==> config.mk <==
export PLATFORM = sky130hd
export DESIGN_NAME = double_ended_stack_allocator
export DESIGN_NICKNAME = d
export VERILOG_FILES = /design/src/rtl/desa_pkg.sv /design/src/rtl/double_ended_stack_allocator.sv /design/src/rtl/desa_stack.sv /design/src/rtl/desa_decide.sv
export SDC_FILE = /design/constraint.sdc
export NUM_CORES = 1
export LEC_CHECK = 0
export BUFFER_PORTS_ARGS = -buffer_cell sky130_fd_sc_hd__buf_4
export CAP_MARGIN = 15
export CORE_MARGIN = 2
export CORE_UTILIZATION = 25
export DETAILED_ROUTE_END_ITERATION = 10
export GPL_TIMING_DRIVEN = 0
export SLEW_MARGIN = 25
export SYNTH_ARGS = -nofsm -noshare
export SYNTH_HDL_FRONTEND = slang
export SYNTH_SLANG_ARGS = --single-unit
==> constraint.sdc <==
create_clock -name clk -period 7 [get_ports clk]
set_clock_uncertainty 0.2 [all_clocks]
set_input_delay 1.4 -clock clk [delete_from_list [all_inputs] [get_ports clk]]
set_output_delay 1.4 -clock clk [all_outputs]
set_load 0.1 [all_outputs]
==> src/rtl/desa_pkg.sv <==
// shared types, codes, constants and the size-rounding function for the double-ended stack allocator
package desa_pkg;

	localparam int REGION_BYTES_DEF     = 16384;
	localparam int LOW_STACK_DEPTH_DEF  = 16;
	localparam int HIGH_STACK_DEPTH_DEF = 16;

	localparam int ADDR_W = 32;
	localparam int REQ_W  = 16;
	// rounded size can reach 65536
	localparam int SZ_W   = REQ_W + 1;
	// room for offset plus rounded size
	localparam int SUM_W  = SZ_W + 1;

	localparam logic [SZ_W-1:0]   GRAIN_MASK  = SZ_W'(16 - 1);
	localparam logic [ADDR_W-1:0] NIBBLE_MASK = 32'hf000_0000;
	localparam logic [ADDR_W-1:0] BASE_RESET  = 32'h7000_0000;

	typedef enum logic [1:0] {
		OP_ALLOC_LO = 2'd0,
		OP_FREE_LO  = 2'd1,
		OP_ALLOC_HI = 2'd2,
		OP_FREE_HI  = 2'd3
	} op_t;

	typedef enum logic [2:0] {
		ST_OK            = 3'd0,
		ST_HEAP_FALLBACK = 3'd1,
		ST_FAILED        = 3'd2,
		ST_HEAP_FREE     = 3'd3,
		ST_OVERFREE      = 3'd4
	} status_t;

	typedef struct packed {
		logic push_lo;
		logic pop_lo;
		logic push_hi;
		logic pop_hi;
	} stack_ctl_t;

	function automatic logic [SZ_W-1:0] round_size(input logic [REQ_W-1:0] req);
		round_size = ({1'b0, req} + GRAIN_MASK) & ~GRAIN_MASK;
	endfunction

endpackage

==> src/rtl/double_ended_stack_allocator.sv <==
// top level: input register, decision logic, both stacks and result register
// One request is taken per clock cycle when the result side keeps up. A request is
// registered at acceptance, resolved as it leaves the input register by the fit checks and
// at most one push or pop on the end's stack, and its result is registered and shown on
// out_valid; that input-register to result-register pass sets the rate of one
// request per cycle. Each stack keeps its newest entry in a register, so a free restores
// the offset at once while the entry beneath is read from the stack memory for the next
// free. The result register holds while out_stall is high and in_stall rises only when
// a request waits behind a stalled result. The region base may be written whenever
// cfg_valid is high and takes effect for requests resolved after the write.
module double_ended_stack_allocator #(
	parameter int REGION_BYTES     = desa_pkg::REGION_BYTES_DEF,
	parameter int LOW_STACK_DEPTH  = desa_pkg::LOW_STACK_DEPTH_DEF,
	parameter int HIGH_STACK_DEPTH = desa_pkg::HIGH_STACK_DEPTH_DEF
) (
	input  logic                        clk,
	input  logic                        arst_n,
	input  logic                        cfg_valid,
	output logic                        cfg_ready,
	input  logic [desa_pkg::ADDR_W-1:0] scratchpad_base,
	input  logic                        in_valid,
	output logic                        in_stall,
	input  logic [1:0]                  operation,
	input  logic [desa_pkg::REQ_W-1:0]  request_size,
	input  logic [desa_pkg::ADDR_W-1:0] free_address,
	output logic                        out_valid,
	input  logic                        out_stall,
	output logic [desa_pkg::ADDR_W-1:0] result_address,
	output logic [2:0]                  status
);

	localparam int OFS_W  = $clog2(REGION_BYTES + 1);
	localparam int LCNT_W = $clog2(LOW_STACK_DEPTH + 1);
	localparam int HCNT_W = $clog2(HIGH_STACK_DEPTH + 1);

	logic [desa_pkg::ADDR_W-1:0] base_q;

	logic                        valid_s1;
	desa_pkg::op_t               op_s1;
	logic [desa_pkg::REQ_W-1:0]  req_s1;
	logic [desa_pkg::ADDR_W-1:0] faddr_s1;

	logic                        valid_s2;
	logic [desa_pkg::ADDR_W-1:0] addr_s2;
	desa_pkg::status_t           status_s2;

	logic [OFS_W-1:0]  low_offset_q;
	logic [OFS_W-1:0]  high_offset_q;
	logic [OFS_W-1:0]  low_offset_nxt;
	logic [OFS_W-1:0]  high_offset_nxt;
	logic [LCNT_W-1:0] low_count;
	logic [HCNT_W-1:0] high_count;
	logic [OFS_W-1:0]  low_top;
	logic [OFS_W-1:0]  high_top;

	desa_pkg::stack_ctl_t        ctl;
	desa_pkg::stack_ctl_t        ctl_fire;
	logic [desa_pkg::ADDR_W-1:0] addr_c;
	desa_pkg::status_t           status_c;
	logic                        advance;
	logic                        in_fire;

	assign cfg_ready = 1'b1;
	assign advance   = valid_s1 && (!valid_s2 || !out_stall);
	assign in_stall  = valid_s1 && !advance;
	assign in_fire   = in_valid && !in_stall;

	always_ff @(posedge clk or negedge arst_n) begin
		if (!arst_n) begin
			base_q <= desa_pkg::BASE_RESET;
		end else if (cfg_valid && cfg_ready) begin
			base_q <= scratchpad_base;
		end
	end

	always_ff @(posedge clk or negedge arst_n) begin
		if (!arst_n) begin
			valid_s1 <= 1'b0;
		end else if (in_fire) begin
			valid_s1 <= 1'b1;
		end else if (advance) begin
			valid_s1 <= 1'b0;
		end
	end

	always_ff @(posedge clk) begin
		if (in_fire) begin
			op_s1    <= desa_pkg::op_t'(operation);
			req_s1   <= request_size;
			faddr_s1 <= free_address;
		end
	end

	desa_decide #(
		.REGION_BYTES     (REGION_BYTES),
		.LOW_STACK_DEPTH  (LOW_STACK_DEPTH),
		.HIGH_STACK_DEPTH (HIGH_STACK_DEPTH)
	) u_decide (
		.op              (op_s1),
		.req             (req_s1),
		.faddr           (faddr_s1),
		.base            (base_q),
		.low_offset      (low_offset_q),
		.high_offset     (high_offset_q),
		.low_count       (low_count),
		.high_count      (high_count),
		.low_top         (low_top),
		.high_top        (high_top),
		.ctl             (ctl),
		.low_offset_nxt  (low_offset_nxt),
		.high_offset_nxt (high_offset_nxt),
		.addr            (addr_c),
		.status          (status_c)
	);

	// stack and offset updates happen only on the cycle the request moves out
	assign ctl_fire = advance ? ctl : '0;

	always_ff @(posedge clk or negedge arst_n) begin
		if (!arst_n) begin
			low_offset_q  <= '0;
			high_offset_q <= OFS_W'(REGION_BYTES);
		end else if (advance) begin
			low_offset_q  <= low_offset_nxt;
			high_offset_q <= high_offset_nxt;
		end
	end

	desa_stack #(
		.DEPTH (LOW_STACK_DEPTH),
		.W     (OFS_W)
	) u_low_stack (
		.clk       (clk),
		.arst_n    (arst_n),
		.push      (ctl_fire.push_lo),
		.pop       (ctl_fire.pop_lo),
		.push_data (low_offset_q),
		.count     (low_count),
		.top       (low_top)
	);

	desa_stack #(
		.DEPTH (HIGH_STACK_DEPTH),
		.W     (OFS_W)
	) u_high_stack (
		.clk       (clk),
		.arst_n    (arst_n),
		.push      (ctl_fire.push_hi),
		.pop       (ctl_fire.pop_hi),
		.push_data (high_offset_q),
		.count     (high_count),
		.top       (high_top)
	);

	always_ff @(posedge clk or negedge arst_n) begin
		if (!arst_n) begin
			valid_s2 <= 1'b0;
		end else if (advance) begin
			valid_s2 <= 1'b1;
		end else if (!out_stall) begin
			valid_s2 <= 1'b0;
		end
	end

	always_ff @(posedge clk) begin
		if (advance) begin
			addr_s2   <= addr_c;
			status_s2 <= status_c;
		end
	end

	assign out_valid      = valid_s2;
	assign result_address = addr_s2;
	assign status         = status_s2;

endmodule

==> src/rtl/desa_stack.sv <==
// lifo of saved offsets with the top entry cached in a register
module desa_stack #(
	parameter int DEPTH = desa_pkg::LOW_STACK_DEPTH_DEF,
	parameter int W     = 15
) (
	input  logic                       clk,
	input  logic                       arst_n,
	input  logic                       push,
	input  logic                       pop,
	input  logic [W-1:0]               push_data,
	output logic [$clog2(DEPTH+1)-1:0] count,
	output logic [W-1:0]               top
);

	localparam int CNT_W = $clog2(DEPTH + 1);
	localparam int AW    = (DEPTH > 1) ? $clog2(DEPTH) : 1;

	logic [W-1:0]     mem [DEPTH];
	logic [CNT_W-1:0] count_q;
	logic [W-1:0]     top_q;
	logic [AW-1:0]    wr_addr;
	logic [AW-1:0]    rd_addr;
	logic [CNT_W-1:0] below;

	assign below   = count_q - CNT_W'(2);
	assign wr_addr = AW'(count_q);
	// entry under the current top, becomes the top after a pop
	assign rd_addr = AW'(below);

	always_ff @(posedge clk or negedge arst_n) begin
		if (!arst_n) begin
			count_q <= '0;
		end else if (push) begin
			count_q <= count_q + CNT_W'(1);
		end else if (pop) begin
			count_q <= count_q - CNT_W'(1);
		end
	end

	always_ff @(posedge clk) begin
		if (push) begin
			mem[wr_addr] <= push_data;
		end
	end

	always_ff @(posedge clk) begin
		if (push) begin
			top_q <= push_data;
		end else if (pop) begin
			top_q <= mem[rd_addr];
		end
	end

	assign count = count_q;
	assign top   = top_q;

endmodule

==> src/rtl/desa_decide.sv <==
// per-request decision: fit checks, new offsets, address and status
module desa_decide #(
	parameter int REGION_BYTES     = desa_pkg::REGION_BYTES_DEF,
	parameter int LOW_STACK_DEPTH  = desa_pkg::LOW_STACK_DEPTH_DEF,
	parameter int HIGH_STACK_DEPTH = desa_pkg::HIGH_STACK_DEPTH_DEF
) (
	input  desa_pkg::op_t                           op,
	input  logic [desa_pkg::REQ_W-1:0]              req,
	input  logic [desa_pkg::ADDR_W-1:0]             faddr,
	input  logic [desa_pkg::ADDR_W-1:0]             base,
	input  logic [$clog2(REGION_BYTES+1)-1:0]       low_offset,
	input  logic [$clog2(REGION_BYTES+1)-1:0]       high_offset,
	input  logic [$clog2(LOW_STACK_DEPTH+1)-1:0]    low_count,
	input  logic [$clog2(HIGH_STACK_DEPTH+1)-1:0]   high_count,
	input  logic [$clog2(REGION_BYTES+1)-1:0]       low_top,
	input  logic [$clog2(REGION_BYTES+1)-1:0]       high_top,
	output desa_pkg::stack_ctl_t                    ctl,
	output logic [$clog2(REGION_BYTES+1)-1:0]       low_offset_nxt,
	output logic [$clog2(REGION_BYTES+1)-1:0]       high_offset_nxt,
	output logic [desa_pkg::ADDR_W-1:0]             addr,
	output desa_pkg::status_t                       status
);

	localparam int OFS_W  = $clog2(REGION_BYTES + 1);
	localparam int LCNT_W = $clog2(LOW_STACK_DEPTH + 1);
	localparam int HCNT_W = $clog2(HIGH_STACK_DEPTH + 1);

	logic [desa_pkg::SZ_W-1:0]  sz;
	logic [desa_pkg::SUM_W-1:0] lo_ext;
	logic [desa_pkg::SUM_W-1:0] hi_ext;
	logic [desa_pkg::SUM_W-1:0] sz_ext;
	logic [desa_pkg::SUM_W-1:0] lo_end;
	logic [desa_pkg::SUM_W-1:0] hi_room;
	logic [desa_pkg::SUM_W-1:0] hi_new;
	logic                       low_full;
	logic                       high_full;
	logic                       foreign;

	assign sz      = desa_pkg::round_size(req);
	assign lo_ext  = desa_pkg::SUM_W'(low_offset);
	assign hi_ext  = desa_pkg::SUM_W'(high_offset);
	assign sz_ext  = desa_pkg::SUM_W'(sz);
	assign lo_end  = lo_ext + sz_ext;
	// never negative, low offset stays at or below high offset
	assign hi_room = hi_ext - lo_ext;
	assign hi_new  = hi_ext - sz_ext;

	assign low_full  = low_count >= LCNT_W'(LOW_STACK_DEPTH);
	assign high_full = high_count >= HCNT_W'(HIGH_STACK_DEPTH);
	assign foreign   = (faddr & desa_pkg::NIBBLE_MASK) != (base & desa_pkg::NIBBLE_MASK);

	always_comb begin
		ctl             = '0;
		low_offset_nxt  = low_offset;
		high_offset_nxt = high_offset;
		addr            = '0;
		status          = desa_pkg::ST_OK;
		unique case (op)
			desa_pkg::OP_ALLOC_LO: begin
				if (lo_end > hi_ext || low_full) begin
					status = desa_pkg::ST_HEAP_FALLBACK;
				end else begin
					ctl.push_lo    = 1'b1;
					addr           = base + desa_pkg::ADDR_W'(low_offset);
					low_offset_nxt = OFS_W'(lo_end);
				end
			end
			desa_pkg::OP_FREE_LO: begin
				priority if (foreign) begin
					status = desa_pkg::ST_HEAP_FREE;
				end else if (low_count == '0) begin
					status = desa_pkg::ST_OVERFREE;
				end else begin
					ctl.pop_lo     = 1'b1;
					low_offset_nxt = low_top;
				end
			end
			desa_pkg::OP_ALLOC_HI: begin
				if (sz_ext > hi_room || high_full) begin
					status = desa_pkg::ST_FAILED;
				end else begin
					ctl.push_hi     = 1'b1;
					high_offset_nxt = OFS_W'(hi_new);
					addr            = base + desa_pkg::ADDR_W'(hi_new);
				end
			end
			desa_pkg::OP_FREE_HI: begin
				if (high_count == '0) begin
					status = desa_pkg::ST_OVERFREE;
				end else begin
					ctl.pop_hi      = 1'b1;
					high_offset_nxt = high_top;
				end
			end
			default: begin
				status = desa_pkg::ST_OK;
			end
		endcase
	end

endmodule

==> reports/qor.csv <==
metric,value,unit
met3 usage in global routing,2.21,%
number of detailed-route iterations in the first pass,5,
post-synthesis simple-gate area fraction,4.97,%
count of unique library cells instantiated by Yosys,77,
"EDFF count, synth",567,
first-pass GRT wire length,112000,um
Avg Synthesized Cell Area,16.2,um^2
number of hold buffers added after cts,0,
CTS sink count,641,
number of global-route vias before repair,17000,
HPWL Detailed,55100,um
combinational family with the most area after synthesis,multiplexers,
initial core utilization,25.2,%
met2 Track Usage GR,19.1,%
clock tree buffer depth,3,
Synth Area in XOR/XNOR,2.30,%
Least-Margin Pin Slew,983,ps
fraction of final layout cells sized beyond drive strength 1,26.5,%
highest-count cells in the layout ignoring fill and taps,"edfxtp_1 (567), mux4_2 (150), buf_4 (125)",
"Arr. time, crit path",6950,ps
Total Routing Usage GR,12.4,%
residual antenna-violating net count after detailed routing,0,
root buffer selected by CTS,clkbuf_16,
fraction of synthesized area in multiplexers,14.4,%
total power divided by cell area,426,mW/mm^2
met1 GRT Util,17.9,%
Placed Cells,3501,
fraction of the mapped netlist area in adder cells,5.05,%
Leak Pwr,12.1,nW
Filler cells,11400,
"Remaining Overflow, GRT",0,
Die Y,346,um
cell type with the highest aggregate area in the netlist,edfxtp_1,
launch point of the critical path,req_s1[3],
total power consumption of the routed design,15.0,mW
post-layout net count,2265,
H-tree levels,2,
number of max-cap violations,0,
RePlAce Congestion,0.868,
TritonCTS Buffers,59,
endpoint of the lowest-slack register-to-register path,result_address[31],
fraction of registers with async set or reset after synthesis,11.5,%
Iter 0 DRT Violations,1820,
reg-to-reg critical path startpoint,req_s1[3],
number of pins exceeding their max-slew limit in the final report,0,
count of unresolved DRC violations after routing,0,
worst setup path endpoint,result_address[31],
peak per-stage delay on the critical path,620,ps
TritonCTS clock tree,built,
cell type with the highest occurrence count on the critical path,o21ai_0,
Slowest cell on crit path,a311oi_2,
routed via count divided by cell count,4.75,
Yosys warning total,0,
least setup slack across all paths after layout,204,ps
cell depth of the worst flop-to-flop path,20,
Post-Layout Cell Count,3637,
critical path endpoint category,flip-flop,
"worst slack, placed",-923,ps
most common library cell in the layout ignoring fill and taps,edfxtp_1,
clock transition at the registers of the reported paths,60,ps
type of the most critical hold path,flip-flop to flip-flop,
busiest grt layer,met2,
Total Wirelength,75900,um
Synthesized Nets,2015,
Highest Clock Rate,0.147,GHz
DIE AREA,0.120,mm^2
synth-to-layout area growth,19.7,%
"Seq/Total Area, Yosys",64.4,%
biggest fanout along the worst timing path,7,
row cnt,125,
top post-synthesis cells by area,"edfxtp_1 (58%), mux4_2 (12%), dfrtp_1 (6.0%), ha_1 (4.6%), o21ai_0 (1.7%)",
kind of critical path,flip-flop to flip-flop,
final hold violation count,0,
"Req. time, crit path",7150,ps
via count of the routed design,17300,
outcome,finished clean,
die boundary width,346,um
I/O Pins,125,
start point of the worst min-delay path,u_low_stack.top[3],
detailed-route wire length per cell,20.9,um
synthesized flop and latch total,641,
"Cell Chain, Critical Path","or4_1, and2_2, xor2_4, inv_1, ha_1, nor2b_1, o21ai_0, a21oi_1, o41ai_1, o21ai_0, xor2_1, ha_1, a21o_1, a21oi_1, o21ai_0, o2bb2ai_1, a311oi_2, nor2_1, a2bb2oi_1, o221ai_1",
compound-cell area share of the yosys netlist,6.84,%
clock latency on the worst-skew pair,640,ps
initial antenna violation count,4,
slew margin rel.,34.5,%
RSZ-0062 raised after global routing,true,
Peak supply drop,0.202,mV
post-route minimum period,6800,ps
dominant register cell in the synthesized netlist,edfxtp_1,
netlist area before placement,0.0293,mm^2
pin count of the biggest net entering global routing,75,
core region area,0.116,mm^2
number of input and output port buffers inserted,94,
setup violation total in the final timing report,0,
Startpoint Class,flip-flop,
final worst-path cycle share,97.1,%
top cell type's share of synthesized area,58.1,%
Synth Instances,1814,
ANT cells,0,
internal reg-to-reg setup slack,200,ps
[area by class of cell]
cell class                 count  area, um^2  share of cell area, %
multi-input combinational   1024       10200                   29.0
buffer                        70         305                  0.870
inverter                      79         297                  0.845
tap                         1524        1910                   5.43
clock buffer                  72        1550                   4.41
timing repair buffer         189        1510                   4.29
sequential                   641       18900                   53.8
clock inverter                38         445                   1.27
[power by group]
part	switching, mW	total, mW	internal (mW)
Clock	1.43	3.34	1.91
Sequential	0.634	5.48	4.85
Combinational	3.57	6.14	2.58
[Yosys cell counts (all sizes together), types with 36 or more instances]
cell / count
inv: 79
nand2: 79
mux2: 36
xnor2: 40
mux4: 150
o21ai: 102
edfxtp: 567
nor2: 60
mux2i: 44
ha: 107
a21oi: 60
clkbuf: 50
xor2: 37
dfrtp: 70
[state kept, by name (all words and copies together), names as in the netlist]
name / cells
u_high_stack.mem: 240
u_low_stack.mem: 240
base_q: 32
result_address: 32
req_s1: 16
high_offset_q: 15
low_offset_q: 15
u_high_stack.top: 15
u_low_stack.top: 15
u_high_stack.count: 5
u_low_stack.count: 5
faddr_s1: 4
status: 3
op_s1: 2
out_valid: 1
valid_s1: 1
[through the flow]
step,utilization (%),TNS (ps),instance area [um^2],hold slack [ps]
final,30.2,0,35100,255
after global routing,30.2,0,35100,275
after floorplan,-,0,29300,226
after global placement,27.5,-783380,31900,238
after detailed placement,28.1,-148600,32600,241
after CTS,30.1,0,35000,257
[cells by family (layout without fill, tap and decap cells)]
kind of cell,count (synthesis),in the layout
flops,641,641
buf+inv,149,448
other cells,1,1
xor+xnor,77,77
fa+ha+maj,114,114
mux,230,230
simple gates,286,286
compound gates,316,316
[worst min-delay path by stage]
| stage | endpoint | slack [ps] | cells past startpoint |
|---|---|---|---|
| floorplan | low_offset_q[0] | 230 | 2 |
| global placement | low_offset_q[1] | 240 | 2 |
| detailed placement | low_offset_q[3] | 240 | 2 |
| CTS | low_offset_q[3] | 260 | 2 |
| global route | low_offset_q[2] | 280 | 2 |
| finish | low_offset_q[3] | 260 | 2 |
[worst max-delay path: cells and delay by family, from the launching register on]
| kind | cells | cell delay [ps] |
|---|---|---|
| AO/OA/AOI/OAI | 11 | 3090 |
| AND/OR/NAND/NOR | 4 | 1080 |
| XOR/XNOR | 2 | 780 |
| adder cells (fa/ha/maj) | 2 | 670 |
| flip-flops | 1 | 500 |
| buffers and inverters | 1 | 160 |
[what timing repair did]
action                                  CTS  global route
pin swaps                                15             4
endpoints found under the setup margin  275           132
gates resized for setup                  23            20
setup buffers                            22             4
cloned                                    0             0
[metal layers]
metal	wire [um]	vias to the layer above	share of wire, %
li1	-	7741	-
met1	34500	8900	45
met2	34600	549	46
met3	4940	95	6.5
met4	1910	0	2.5
met5	0	-	0
Power figures use the tool's default switching activity.
